==> config.mk <==
export PLATFORM = sky130hd
export DESIGN_NAME = three_phase_wavetable_pwm
export DESIGN_NICKNAME = d
export VERILOG_FILES = /design/src/rtl/twp_pkg.sv /design/src/rtl/twp_ram.sv /design/src/rtl/three_phase_wavetable_pwm.sv
export SDC_FILE = /design/constraint.sdc
export NUM_CORES = 2
export LEC_CHECK = 0
export BUFFER_PORTS_ARGS = -buffer_cell sky130_fd_sc_hd__buf_4
export CAP_MARGIN = 15
export CORE_ASPECT_RATIO = 0.5
export CORE_UTILIZATION = 65
export CTS_CLUSTER_DIAMETER = 80
export CTS_CLUSTER_SIZE = 10
export DETAILED_ROUTE_END_ITERATION = 8
export MAX_ROUTING_LAYER = met4
export PLACE_DENSITY = 0.81
export SLEW_MARGIN = 25
export SYNTH_ARGS = -nofsm -noshare
export SYNTH_HDL_FRONTEND = slang
export SYNTH_SLANG_ARGS = --single-unit
==> constraint.sdc <==
create_clock -name aclk -period 13.8 [get_ports aclk]
set_clock_uncertainty 0.1 [all_clocks]
set_input_delay 2.07 -clock aclk [delete_from_list [all_inputs] [get_ports aclk]]
set_output_delay 2.07 -clock aclk [all_outputs]
set_load 0.01 [all_outputs]
==> src/rtl/twp_pkg.sv <==
// ----------------------------------------------------------------------------
// twp_pkg: shared types and constants for the three-phase wavetable PWM
// Table geometry, register map, beat kinds and the phase offset selection.
// ----------------------------------------------------------------------------
package twp_pkg;

    // table geometry
    localparam int WAVEFORM_COUNT_DEF = 4;
    localparam int QUARTER_ENTRIES    = 65;
    localparam int TAB_W              = 2;
    localparam int LIDX_W             = 7;

    // phase offsets (256 steps per revolution)
    localparam logic [7:0] PHASE_OFS_NONE  = 8'd0;
    localparam logic [7:0] PHASE_OFS_THIRD = 8'd85;
    localparam logic [7:0] PHASE_OFS_TWO3  = 8'd171;

    // quarter-wave folding
    localparam logic [6:0] QUARTER_TOP = 7'd64;

    // register reset values
    localparam logic [1:0] WAVE_SELECT_RST    = 2'd0;
    localparam logic [7:0] MIDPOINT_RST       = 8'd127;
    localparam logic [7:0] HALF_TOP_RST       = 8'd255;
    localparam logic       MOD_STYLE_RST      = 1'b0;

    // register map, index = paddr[3:2]
    typedef enum logic [1:0] {
        REG_WAVE_SELECT = 2'd0,
        REG_MIDPOINT    = 2'd1,
        REG_HALF_TOP    = 2'd2,
        REG_MOD_STYLE   = 2'd3
    } cfg_reg_t;

    // beat kind carried in s_tuser
    typedef enum logic {
        MODE_LOAD    = 1'b0,
        MODE_COMPUTE = 1'b1
    } beat_mode_t;

    // modulation style
    typedef enum logic {
        STYLE_CENTERED = 1'b0,
        STYLE_SINE     = 1'b1
    } mod_style_t;

    // output slot of one phase read, 0..2
    typedef logic [1:0] slot_t;
    localparam slot_t SLOT_FIRST = 2'd0;
    localparam slot_t SLOT_LAST  = 2'd2;

    // angle offset for each compare channel; the channel order differs per style
    function automatic logic [7:0] phase_offset(input mod_style_t style, input slot_t slot);
        logic [7:0] ofs;
        ofs = PHASE_OFS_NONE;
        if (style == STYLE_CENTERED) begin
            case (slot)
                2'd0:    ofs = PHASE_OFS_THIRD;
                2'd1:    ofs = PHASE_OFS_NONE;
                2'd2:    ofs = PHASE_OFS_TWO3;
                default: ofs = PHASE_OFS_NONE;
            endcase
        end else begin
            case (slot)
                2'd0:    ofs = PHASE_OFS_NONE;
                2'd1:    ofs = PHASE_OFS_TWO3;
                2'd2:    ofs = PHASE_OFS_THIRD;
                default: ofs = PHASE_OFS_NONE;
            endcase
        end
        return ofs;
    endfunction

endpackage

==> src/rtl/twp_ram.sv <==
// ----------------------------------------------------------------------------
// twp_ram: generic simple dual-port RAM
// One write port, one read port, read data registered and held when idle.
// ----------------------------------------------------------------------------
module twp_ram #(
    parameter  int WIDTH  = 8,
    parameter  int DEPTH  = 260,
    localparam int ADDR_W = (DEPTH > 1) ? $clog2(DEPTH) : 1
) (
    input  logic              aclk,
    input  logic              we,
    input  logic [ADDR_W-1:0] waddr,
    input  logic [WIDTH-1:0]  wdata,
    input  logic              re,
    input  logic [ADDR_W-1:0] raddr,
    output logic [WIDTH-1:0]  rdata
);

    logic [WIDTH-1:0] mem_reg [DEPTH];
    logic [WIDTH-1:0] rdata_reg;

    always_ff @(posedge aclk) begin
        if (we) begin
            mem_reg[waddr] <= wdata;
        end
        if (re) begin
            rdata_reg <= mem_reg[raddr];
        end
    end

    assign rdata = rdata_reg;

endmodule

==> src/rtl/three_phase_wavetable_pwm.sv <==
// ----------------------------------------------------------------------------
// three_phase_wavetable_pwm: three-phase PWM compare generator
// Quarter-wave tables in one RAM; each compute beat gives three compares.
// ----------------------------------------------------------------------------
// A load beat (s_tuser = 0) writes one word of one quarter-wave table if its
// table and index are in range; it yields no result. A compute beat
// (s_tuser = 1) reads the selected table three times, once per phase, through
// the single read port of the table RAM, so it occupies the issue stage until
// its last phase read and only then takes a new beat; loads are taken at one
// per cycle while nothing stalls. A result beat passes the read-return and
// product stages into the output register. The output register parts the two
// sides: new beats keep flowing while a result waits on m_tready, and the pipe
// stalls only when a finished triple meets a still-full output register. The
// user must write table words before they are read; beats run in order, so a
// read always sees every earlier load. The user must change registers only
// while idle; the block itself enforces neither rule.
// ----------------------------------------------------------------------------
module three_phase_wavetable_pwm #(
    parameter int WAVEFORM_COUNT = twp_pkg::WAVEFORM_COUNT_DEF
) (
    input  logic        aclk,
    input  logic        aresetn,

    // input stream
    input  logic        s_tvalid,
    output logic        s_tready,
    // [7:0] angle, [15:8] duty, [17:16] load_table, [24:18] load_index,
    // [32:25] load_word, [39:33] zero
    input  logic [39:0] s_tdata,
    // [0] mode
    input  logic [0:0]  s_tuser,

    // result stream
    output logic        m_tvalid,
    input  logic        m_tready,
    // [9:0] compare_one, [19:10] compare_two, [29:20] compare_three, [31:30] zero
    output logic [31:0] m_tdata,

    // configuration
    input  logic        psel,
    input  logic        penable,
    input  logic        pwrite,
    input  logic [3:0]  paddr,
    input  logic [31:0] pwdata,
    output logic [31:0] prdata,
    output logic        pready
);

    import twp_pkg::*;

    localparam int DEPTH  = WAVEFORM_COUNT * QUARTER_ENTRIES;
    localparam int ADDR_W = (DEPTH > 1) ? $clog2(DEPTH) : 1;

    // ------------------------------------------------------------------
    // configuration registers
    // ------------------------------------------------------------------
    logic [1:0] wave_select_reg,      wave_select_next;
    logic [7:0] midpoint_level_reg,   midpoint_level_next;
    logic [7:0] half_wave_top_reg,    half_wave_top_next;
    mod_style_t mod_style_reg,        mod_style_next;

    cfg_reg_t   cfg_idx;
    logic       cfg_wr;

    assign pready  = 1'b1;
    assign cfg_idx = cfg_reg_t'(paddr[3:2]);
    assign cfg_wr  = psel && penable && pwrite && pready;

    always_comb begin
        wave_select_next    = wave_select_reg;
        midpoint_level_next = midpoint_level_reg;
        half_wave_top_next  = half_wave_top_reg;
        mod_style_next      = mod_style_reg;
        if (cfg_wr) begin
            unique case (cfg_idx)
                REG_WAVE_SELECT: wave_select_next    = pwdata[1:0];
                REG_MIDPOINT:    midpoint_level_next = pwdata[7:0];
                REG_HALF_TOP:    half_wave_top_next  = pwdata[7:0];
                REG_MOD_STYLE:   mod_style_next      = mod_style_t'(pwdata[0]);
            endcase
        end
    end

    always_comb begin
        unique case (cfg_idx)
            REG_WAVE_SELECT: prdata = {30'd0, wave_select_reg};
            REG_MIDPOINT:    prdata = {24'd0, midpoint_level_reg};
            REG_HALF_TOP:    prdata = {24'd0, half_wave_top_reg};
            REG_MOD_STYLE:   prdata = {31'd0, mod_style_reg};
        endcase
    end

    always_ff @(posedge aclk) begin
        if (!aresetn) begin
            wave_select_reg    <= WAVE_SELECT_RST;
            midpoint_level_reg <= MIDPOINT_RST;
            half_wave_top_reg  <= HALF_TOP_RST;
            mod_style_reg      <= mod_style_t'(MOD_STYLE_RST);
        end else begin
            wave_select_reg    <= wave_select_next;
            midpoint_level_reg <= midpoint_level_next;
            half_wave_top_reg  <= half_wave_top_next;
            mod_style_reg      <= mod_style_next;
        end
    end

    // ------------------------------------------------------------------
    // pipeline control
    // ------------------------------------------------------------------
    // stall only when the third phase of a beat must land in a busy output
    logic       adv;
    logic       stall;

    // issue stage
    logic               iss_valid_reg, iss_valid_next;
    beat_mode_t         iss_mode_reg,  iss_mode_next;
    slot_t              iss_cnt_reg,   iss_cnt_next;
    logic [7:0]         iss_angle_reg, iss_angle_next;
    logic [7:0]         iss_duty_reg,  iss_duty_next;
    logic [TAB_W-1:0]   iss_ltab_reg,  iss_ltab_next;
    logic [LIDX_W-1:0]  iss_lidx_reg,  iss_lidx_next;
    logic [7:0]         iss_lword_reg, iss_lword_next;

    // read-return stage
    logic               rd_valid_reg, rd_valid_next;
    slot_t              rd_slot_reg,  rd_slot_next;
    logic               rd_upper_reg, rd_upper_next;
    logic [7:0]         rd_duty_reg,  rd_duty_next;

    // product stage
    logic               mul_valid_reg, mul_valid_next;
    slot_t              mul_slot_reg,  mul_slot_next;
    logic               mul_above_reg, mul_above_next;
    logic [15:0]        mul_prod_reg,  mul_prod_next;

    // result assembly and output register
    logic [9:0]         asm0_reg, asm0_next;
    logic [9:0]         asm1_reg, asm1_next;
    logic               out_valid_reg, out_valid_next;
    logic [29:0]        out_data_reg,  out_data_next;

    logic               in_acc;
    logic               iss_last;

    assign stall = mul_valid_reg && (mul_slot_reg == SLOT_LAST)
                   && out_valid_reg && !m_tready;
    assign adv   = !stall;

    assign iss_last = (iss_mode_reg == MODE_LOAD) || (iss_cnt_reg == SLOT_LAST);
    assign s_tready = !iss_valid_reg || (iss_last && adv);
    assign in_acc   = s_tvalid && s_tready;

    // ------------------------------------------------------------------
    // issue stage: table write for loads; while not stalled, one phase read per cycle for computes
    // ------------------------------------------------------------------
    logic [7:0]        pos;
    logic [6:0]        fold_idx;
    logic [TAB_W:0]    sel_tab;
    logic [ADDR_W-1:0] rd_addr;
    logic [ADDR_W-1:0] wr_addr;
    logic              rd_en;
    logic              wr_en;
    logic              load_ok;
    logic [7:0]        ram_rdata;

    always_comb begin
        pos      = iss_angle_reg + phase_offset(mod_style_reg, iss_cnt_reg);
        // mirror the index in the second and fourth quarters
        fold_idx = pos[6] ? (QUARTER_TOP - {1'b0, pos[5:0]}) : {1'b0, pos[5:0]};
        // a selector beyond the loaded tables falls back to table 0
        sel_tab  = {1'b0, wave_select_reg};
        if (sel_tab >= (TAB_W+1)'(WAVEFORM_COUNT)) begin
            sel_tab = '0;
        end
        rd_addr  = ADDR_W'(sel_tab) * ADDR_W'(QUARTER_ENTRIES) + ADDR_W'(fold_idx);
        wr_addr  = ADDR_W'(iss_ltab_reg) * ADDR_W'(QUARTER_ENTRIES) + ADDR_W'(iss_lidx_reg);
        load_ok  = ({1'b0, iss_ltab_reg} < (TAB_W+1)'(WAVEFORM_COUNT))
                   && (iss_lidx_reg < LIDX_W'(QUARTER_ENTRIES));
        rd_en    = iss_valid_reg && adv && (iss_mode_reg == MODE_COMPUTE);
        wr_en    = iss_valid_reg && adv && (iss_mode_reg == MODE_LOAD) && load_ok;
    end

    always_comb begin
        iss_valid_next = iss_valid_reg;
        iss_mode_next  = iss_mode_reg;
        iss_cnt_next   = iss_cnt_reg;
        iss_angle_next = iss_angle_reg;
        iss_duty_next  = iss_duty_reg;
        iss_ltab_next  = iss_ltab_reg;
        iss_lidx_next  = iss_lidx_reg;
        iss_lword_next = iss_lword_reg;
        if (in_acc) begin
            iss_valid_next = 1'b1;
            iss_mode_next  = beat_mode_t'(s_tuser[0]);
            iss_cnt_next   = SLOT_FIRST;
            iss_angle_next = s_tdata[7:0];
            iss_duty_next  = s_tdata[15:8];
            iss_ltab_next  = s_tdata[17:16];
            iss_lidx_next  = s_tdata[24:18];
            iss_lword_next = s_tdata[32:25];
        end else if (iss_valid_reg && adv) begin
            if (iss_last) begin
                iss_valid_next = 1'b0;
            end else begin
                iss_cnt_next = iss_cnt_reg + slot_t'(1);
            end
        end
    end

    twp_ram #(
        .WIDTH (8),
        .DEPTH (DEPTH)
    ) u_wave_ram (
        .aclk  (aclk),
        .we    (wr_en),
        .waddr (wr_addr),
        .wdata (iss_lword_reg),
        .re    (rd_en),
        .raddr (rd_addr),
        .rdata (ram_rdata)
    );

    // ------------------------------------------------------------------
    // read-return stage: fold upper half, distance to midpoint (centered style), multiply
    // ------------------------------------------------------------------
    logic [7:0] wave_val;
    logic [7:0] diff;
    logic       above;

    always_comb begin
        rd_valid_next = rd_valid_reg;
        rd_slot_next  = rd_slot_reg;
        rd_upper_next = rd_upper_reg;
        rd_duty_next  = rd_duty_reg;
        if (adv) begin
            rd_valid_next = rd_en;
            rd_slot_next  = iss_cnt_reg;
            rd_upper_next = pos[7];
            rd_duty_next  = iss_duty_reg;
        end
    end

    always_comb begin
        // upper half: top minus word, wraps mod 256
        wave_val = rd_upper_reg ? (half_wave_top_reg - ram_rdata) : ram_rdata;
        above    = 1'b0;
        diff     = wave_val;
        if (mod_style_reg == STYLE_CENTERED) begin
            above = wave_val > midpoint_level_reg;
            diff  = above ? (wave_val - midpoint_level_reg)
                          : (midpoint_level_reg - wave_val);
        end
    end

    always_comb begin
        mul_valid_next = mul_valid_reg;
        mul_slot_next  = mul_slot_reg;
        mul_above_next = mul_above_reg;
        mul_prod_next  = mul_prod_reg;
        if (adv) begin
            mul_valid_next = rd_valid_reg;
            mul_slot_next  = rd_slot_reg;
            mul_above_next = above;
            mul_prod_next  = 16'(diff) * 16'(rd_duty_reg);
        end
    end

    // ------------------------------------------------------------------
    // final stage: rebuild around midpoint or scale plainly, collect phases
    // ------------------------------------------------------------------
    logic [7:0] scaled;
    logic [7:0] level;
    logic [9:0] cmp_val;

    always_comb begin
        scaled = mul_prod_reg[15:8];
        if (mod_style_reg == STYLE_CENTERED) begin
            level   = mul_above_reg ? (midpoint_level_reg + scaled)
                                    : (midpoint_level_reg - scaled);
            cmp_val = {1'b0, level, 1'b0};
        end else begin
            level   = scaled;
            cmp_val = {level, 2'b00};
        end
    end

    always_comb begin
        asm0_next      = asm0_reg;
        asm1_next      = asm1_reg;
        out_valid_next = out_valid_reg;
        out_data_next  = out_data_reg;
        if (out_valid_reg && m_tready) begin
            out_valid_next = 1'b0;
        end
        if (adv && mul_valid_reg) begin
            case (mul_slot_reg)
                2'd0: asm0_next = cmp_val;
                2'd1: asm1_next = cmp_val;
                default: begin
                    out_valid_next = 1'b1;
                    out_data_next  = {cmp_val, asm1_reg, asm0_reg};
                end
            endcase
        end
    end

    assign m_tvalid = out_valid_reg;
    assign m_tdata  = {2'b00, out_data_reg};

    // ------------------------------------------------------------------
    // registers
    // ------------------------------------------------------------------
    always_ff @(posedge aclk) begin
        if (!aresetn) begin
            iss_valid_reg <= 1'b0;
            iss_cnt_reg   <= SLOT_FIRST;
            rd_valid_reg  <= 1'b0;
            mul_valid_reg <= 1'b0;
            out_valid_reg <= 1'b0;
        end else begin
            iss_valid_reg <= iss_valid_next;
            iss_cnt_reg   <= iss_cnt_next;
            rd_valid_reg  <= rd_valid_next;
            mul_valid_reg <= mul_valid_next;
            out_valid_reg <= out_valid_next;
        end
    end

    always_ff @(posedge aclk) begin
        iss_mode_reg  <= iss_mode_next;
        iss_angle_reg <= iss_angle_next;
        iss_duty_reg  <= iss_duty_next;
        iss_ltab_reg  <= iss_ltab_next;
        iss_lidx_reg  <= iss_lidx_next;
        iss_lword_reg <= iss_lword_next;
        rd_slot_reg   <= rd_slot_next;
        rd_upper_reg  <= rd_upper_next;
        rd_duty_reg   <= rd_duty_next;
        mul_slot_reg  <= mul_slot_next;
        mul_above_reg <= mul_above_next;
        mul_prod_reg  <= mul_prod_next;
        asm0_reg      <= asm0_next;
        asm1_reg      <= asm1_next;
        out_data_reg  <= out_data_next;
    end

endmodule

Word level (Yosys, flattened, before mapping)
Memories as Yosys holds them, arrays and structs flattened. A register that Yosys moved wholly into a read port is not among the register bits.
Index checks and enable logic that the tools add are counted.
Storage, ports and cells
  bits in registers: 139
  memory bits (writable): 2080
  output and inout port bits: 67
  word-level logic and storage cells: 103
  memories: 1
Memories
  u_wave_ram.mem_reg: depth 260, width 8, rd ports 1, clocked after Yosys merged registers in 1, write ports 1, RTL line twp_ram.sv:19  | logic [WIDTH-1:0] mem_reg [DEPTH];
Cells by class
  add/subtract/negate cells: 10
  $mul: 3
  magnitude comparators: 2
  eq/ne operators: 7
  multiplexer cells: 18
  bitwise logic cells: 4
  reductions and logical operators: 34
Operators by type and width (count)
  32-bit one-hot mux with 4 select lines: 1
  8-bit two-way mux: 5
  8-bit one-hot mux with 2 select lines: 2
  8-bit subtractor: 4
  9-bit by 7-bit adder with 9-bit output: 2
  2-bit by 7-bit multiplier with 9-bit output, second input constant: 2
  2-bit AND reduction: 9
  8-bit adder: 2
  8-bit by 8-bit multiplier with 16-bit output: 1
  1-bit logical AND: 13
  10-bit two-way mux: 1
  2-bit equality test, second input constant: 4
  8-bit > comparator: 1
  1-bit two-way mux: 8
  7-bit < comparator, second input constant: 1
  7-bit two-way mux: 1
  7-bit by 6-bit subtractor with 7-bit output, first input constant: 1
  2-bit by 1-bit equality test with 1-bit output, second input constant: 3
  2-bit zero test: 3
  1-bit NOT: 4
  2-bit nonzero test: 2
  2-bit OR reduction: 2
  1-bit zero test: 3
  2-bit by 1-bit adder with 2-bit output, second input constant: 1
  1-bit logical OR: 2

Longest topological paths before layout
  depth after elaboration: 10
  depth in mapped cells: 41
  depth with buffers taken out: 40

Modules after synthesis
Synthesis repeated with hierarchy kept, for this count alone.
Unflattened totals
  cell total of the unflattened synthesis: 4907
  area total of the unflattened synthesis: 91094.9 µm²
By module, submodules not included
  twp_ram: instances 1, cells an instance 4068, area an instance 82006.2 µm², sequential area each 62700.1 µm²
  three_phase_wavetable_pwm: instances 1, cells an instance 839, area an instance 9088.7 µm², sequential area each 3533.4 µm²

Worst setup path before layout
No wires, ideal clock.
  path type: reg-to-reg
  from: register u_wave_ram.rdata_reg[1], in the netlist u_wave_ram.rdata[1] (read register of u_wave_ram.mem_reg)
  to: register mul_prod_reg[15] (data pin)
  library setup time: 0.260 ns
  data arrival time: 8.082 ns
  setup slack: 5.358 ns
  cell stages (with the launch flop): 35
  path buffers: 0
  cells stage by stage: edfxtp_1 > inv_1 > ha_1 > nor2b_1 > o21ai_0 > a21boi_0 > o21ai_0 > a21oi_1 > o21ai_0 > a21boi_0 > o21ai_0 > xnor2_1 > ha_1 > nand2_1 > nor2_1 > a211oi_1 > a21o_1 > mux2_2 > o21ai_0 > a21oi_1 > o41ai_1 > and2_1 > fa_1 > fa_1 > fa_1 > inv_1 > fa_1 > inv_1 > ha_1 > and3_1 > a221oi_1 > o21ai_0 > or4_1 > a31oi_1 > xnor2_1
On the way
  cells in the longest elaborated chain, start to end: 6
  elaborated cells on any way between the ends: 8
  those cells by class: 3 x add/sub; 1 x mul; 1 x order compare; 3 x mux
Ends and longest elaborated chain
  from (decl): RTL line twp_ram.sv:20  | logic [WIDTH-1:0] rdata_reg;
  8-bit subtractor: RTL line three_phase_wavetable_pwm.sv:245  | wave_val = rd_upper_reg ? (half_wave_top_reg - ram_rdata) : ram_rdata;
  8-bit two-way mux *: RTL line three_phase_wavetable_pwm.sv:245
  8-bit subtractor (tied with other cells): RTL line three_phase_wavetable_pwm.sv:251  | : (midpoint_level_reg - wave_val);
  8-bit two-way mux: RTL line three_phase_wavetable_pwm.sv:250  | diff = above ? (wave_val - midpoint_level_reg)
  8-bit two-way mux *: RTL line three_phase_wavetable_pwm.sv:248  | if (mod_style_reg == STYLE_CENTERED) begin
  8-bit by 8-bit multiplier with 16-bit output *: RTL line three_phase_wavetable_pwm.sv:264  | mul_prod_next = 16'(diff) * 16'(rd_duty_reg);
  to (signal assigned): RTL line three_phase_wavetable_pwm.sv:341  | mul_prod_reg <= mul_prod_next;
  to (decl): RTL line three_phase_wavetable_pwm.sv:134  | logic [15:0] mul_prod_reg, mul_prod_next;
Mark *: on every way between the ends. The rest lies on a longest branch, timed or not.
A chain may end at the register's enable or synchronous reset.

Worst setup path after layout
Same ends and word-level chain as after synthesis.

==> out/results.md <==
Run status
• **status** complete, no violations

Pwr
• **portion of total power attributed to combinational logic** 24.1%
• **register share of total power** 43.5%
• **total power density per cell area** 176 nW/um2
• **net switching share of the total power** 29.9%
• **leakage dissipation** 31.8 nW
• **internal power** 12.2 mW
• **Net Switching** 5.22 mW
• **worst vdd ir** 0.000285 V
• **part of the power in the clock network** 32.4%

Global route
• **GRT overflow** 0
• **number of antenna violations at the first check in global routing** 21
• **wire length of the first global-routing pass** 349 mm
• **global-route total usage across every layer** 36.2%
• **maximum number of pins on one net before global-route repair** 235
• **via count of the first global-routing pass** 50600

Clock network
• **Num CTS Buffers** 239
• **Clock Tree Root** sky130_fd_sc_hd__clkbuf_16
• **CTS tree** yes
• **worst skew pair latency** 0.86 ns
• **# Post-CTS Setup Buffers** 0
• **Hold-fix buffers, CTS** 0
• **cts repair resizes** 0
• **buffer levels on the longest clock path** 3
• **clock-pin transition on the worst setup and hold timing paths** 0.06 ns
• **sinks on the clock net** 2214
• **H-tree Lvls** 4

Critical path
• **most common cell type on the critical path** sky130_fd_sc_hd__o21ai_0
• **standard cell with the maximum stage delay on the critical path** sky130_fd_sc_hd__a21oi_1
• **endpoint required time on the critical path** 14.26 ns
• **data arrival time of the critical path** 10.12 ns
• **Critical Path Source Type** flip-flop
• **CP max stage delay** 0.59 ns
• **CP Capture Type** flip-flop
• **largest driver fanout on the critical path** 12
• **Crit Path Category** reg -> reg

Placement
• **post-detailed-placement cell area** 92700 um2
• **half-perimeter wire length of the detailed placement result** 125 mm
• **Placed Cells** 6504
• **pre-CTS worst setup slack** 4.19 ns
• **routability congestion estimate** 0.906
• **PortBufs** 87

Die
• **standard-cell row count** 96
• **area of the core region** 137000 um2
• **number of ports placed on the die boundary** 151
• **area of the die** 140000 um2
• **Chip Height** 265 um
• **effective utilization at floorplan** 65.6%
• **DIE WIDTH** 529 um

Cells and area
• **commonest non-fill, non-tap cell in the layout** sky130_fd_sc_hd__edfxtp_1
• **total of fill cells in the finished design** 7089
• **final standard cell count with taps included and fillers excluded** 6822
• **number of flip-flops under the largest register name** 2080
• **Non-Filler Cell Area, Final** 99200 um2
• **most frequent cells in the layout** sky130_fd_sc_hd__edfxtp_1 (2189), sky130_fd_sc_hd__mux4_2 (535), sky130_fd_sc_hd__nand2_1 (341)
• **relative area change from synthesis to final layout** 10.0%
• **share of cells above drive strength 1** 20.3%
• **final layout net count** 5097

Routing
• **routed via count** 51300
• **router iterations before antenna repair** 7
• **vias per cell** 7.51
• **drc violations** 0
• **DR WL/cell** 36.6 um
• **violation count after the first detailed-route iteration** 9495
• **ANT nets after route** 0
• **routed wire length** 250 mm

STA
• **WHS** 0.314 ns
• **final-report max-slew violation count** 0
• **endpoints failing hold** 0
• **final setup violation count** 0
• **final period demand of the worst path** 9.65 ns
• **TNS Setup** 0 ns
• **Worst Tran Pin Value** 1.16 ns
• **worst slew margin relative to its limit** 22.4%
• **share of the clock period used by the worst path after layout** 69.9%
• **maximum clock frequency** 0.104 GHz
• **unrepaired setup endpoints after global routing** false
• **minimum setup slack in the final design** 4.15 ns

Synthesis
• **count of flip-flops with a built-in enable after synthesis** 2189
• **flip-flop and latch count after synthesis** 2214
• **cells taking the most area after synthesis** sky130_fd_sc_hd__edfxtp_1 (73%), sky130_fd_sc_hd__mux4_2 (13%), sky130_fd_sc_hd__nand2_1 (1.4%), sky130_fd_sc_hd__nor2_1 (1.3%), sky130_fd_sc_hd__ha_1 (1.2%)
• **Distinct cells, synth** 70
• **synthesized instance count** 4746
• **largest area contributor in the synthesized netlist** sky130_fd_sc_hd__edfxtp_1
• **warning count from the yosys run** 0
• **Main synth FF type** sky130_fd_sc_hd__edfxtp_1
• **area share of the largest cell type after synthesis** 72.9%
• **netlist area before placement** 90200 um2
• **Post-Synthesis Mean Instance Area** 19.0 um2
• **part of the Yosys area used for sequential elements** 73.5%
• **Async SR Flop Fraction** 0%

Hold path
• **worst hold path type** reg -> reg

Flow run
• **max capacitance violation total** 0

synth_stat cells, types with 28 or more instances:
cell type and number:
sky130_fd_sc_hd__clkbuf_1 157, sky130_fd_sc_hd__buf_2 76, sky130_fd_sc_hd__mux2i_1 29, sky130_fd_sc_hd__a21oi_1 78
sky130_fd_sc_hd__a311oi_1 52, sky130_fd_sc_hd__buf_4 44, sky130_fd_sc_hd__nor2_1 309, sky130_fd_sc_hd__o21ai_0 35
sky130_fd_sc_hd__a211oi_1 141, sky130_fd_sc_hd__mux4_2 535, sky130_fd_sc_hd__and3_1 113, sky130_fd_sc_hd__fa_1 42
sky130_fd_sc_hd__and2_1 62, sky130_fd_sc_hd__ha_1 87, sky130_fd_sc_hd__a31oi_1 62, sky130_fd_sc_hd__nand3_1 28
sky130_fd_sc_hd__inv_1 97, sky130_fd_sc_hd__xnor2_1 35, sky130_fd_sc_hd__nand2_1 342, sky130_fd_sc_hd__edfxtp_1 2189
worst max-delay path: cells and delay by family (launching register included):
kind                       cells  cell delay [ns]
xor gates and xnor gates       2             0.26
and+or+nand+nor                7             1.29
DFF                            1             0.35
AOI/OAI and AO/OA             17             4.27
buffers and inverters          3             0.24
muxes                          1             0.40
adders and majority gates      7             2.47
power groups by stage:
stage / registers [mW] / clock network (mW) / logic (mW)
floorplan: 7.79 / 0 / 2.75
global placement: 7.73 / 0 / 3.88
detailed placement: 7.73 / 0 / 3.99
CTS: 7.59 / 5.59 / 4.11
global route: 7.59 / 5.84 / 4.48
finish: 7.59 / 5.66 / 4.21
per-layer routing:
| layer | global-route usage [%] | vias up | routed length, um |
|---|---|---|---|
| met5 | - | - | 0 |
| met3 | 11.1 | 948 | 37600 |
| met1 | 47.4 | 25700 | 83200 |
| met4 | 15.2 | 0 | 12100 |
| met2 | 53.7 | 5379 | 117000 |
| li1 | - | 19300 | - |
final cells by class:
| type | instances | area, um2 | area share, % |
|---|---|---|---|
| diodes | 44 | 110 | 0.111 |
| clock buffers | 258 | 6070 | 6.12 |
| clock inverters | 15 | 258 | 0.260 |
| inverters | 97 | 364 | 0.367 |
| multi-input cells | 2163 | 22400 | 22.6 |
| flip-flops and latches | 2214 | 66200 | 66.8 |
| well taps | 1862 | 2330 | 2.35 |
| repair buffers | 169 | 1460 | 1.47 |
cells by family (layout without fill, tap and decap cells):
kind of cell / after synthesis / in the layout / share of synthesized area [%]
flip-flops: 2214 / 2214 / 73.5
AND/OR/NAND/NOR: 933 / 933 / 4.64
multiplexers: 571 / 571 / 13.8
AO/OA/AOI/OAI: 447 / 447 / 3.45
buffers and inverters: 397 / 539 / 1.98
adder cells (fa/ha/maj): 129 / 129 / 2.14
XOR/XNOR: 53 / 53 / 0.554
other: 2 / 74 / 0.00833
per-stage QoR:
step	util (%)	power (mW)
detailed placement	67.5	11.7
finish	72.2	17.5
floorplan	-	10.5
CTS	72.1	17.3
global placement	67.4	11.6
global route	72.2	17.9
worst paths after layout:
path	from	endpoint	slack, ns	depth (start not counted)
worst max register to register	u_wave_ram.rdata[1]	mul_prod_reg[15]	4.15	37
worst min-delay path	asm0_reg[2]	out_data_reg[2]	0.31	0
worst min register to register	asm0_reg[2]	out_data_reg[2]	0.31	0
worst max-delay path	u_wave_ram.rdata[1]	mul_prod_reg[15]	4.15	37
Power figures use the tool's default switching activity.
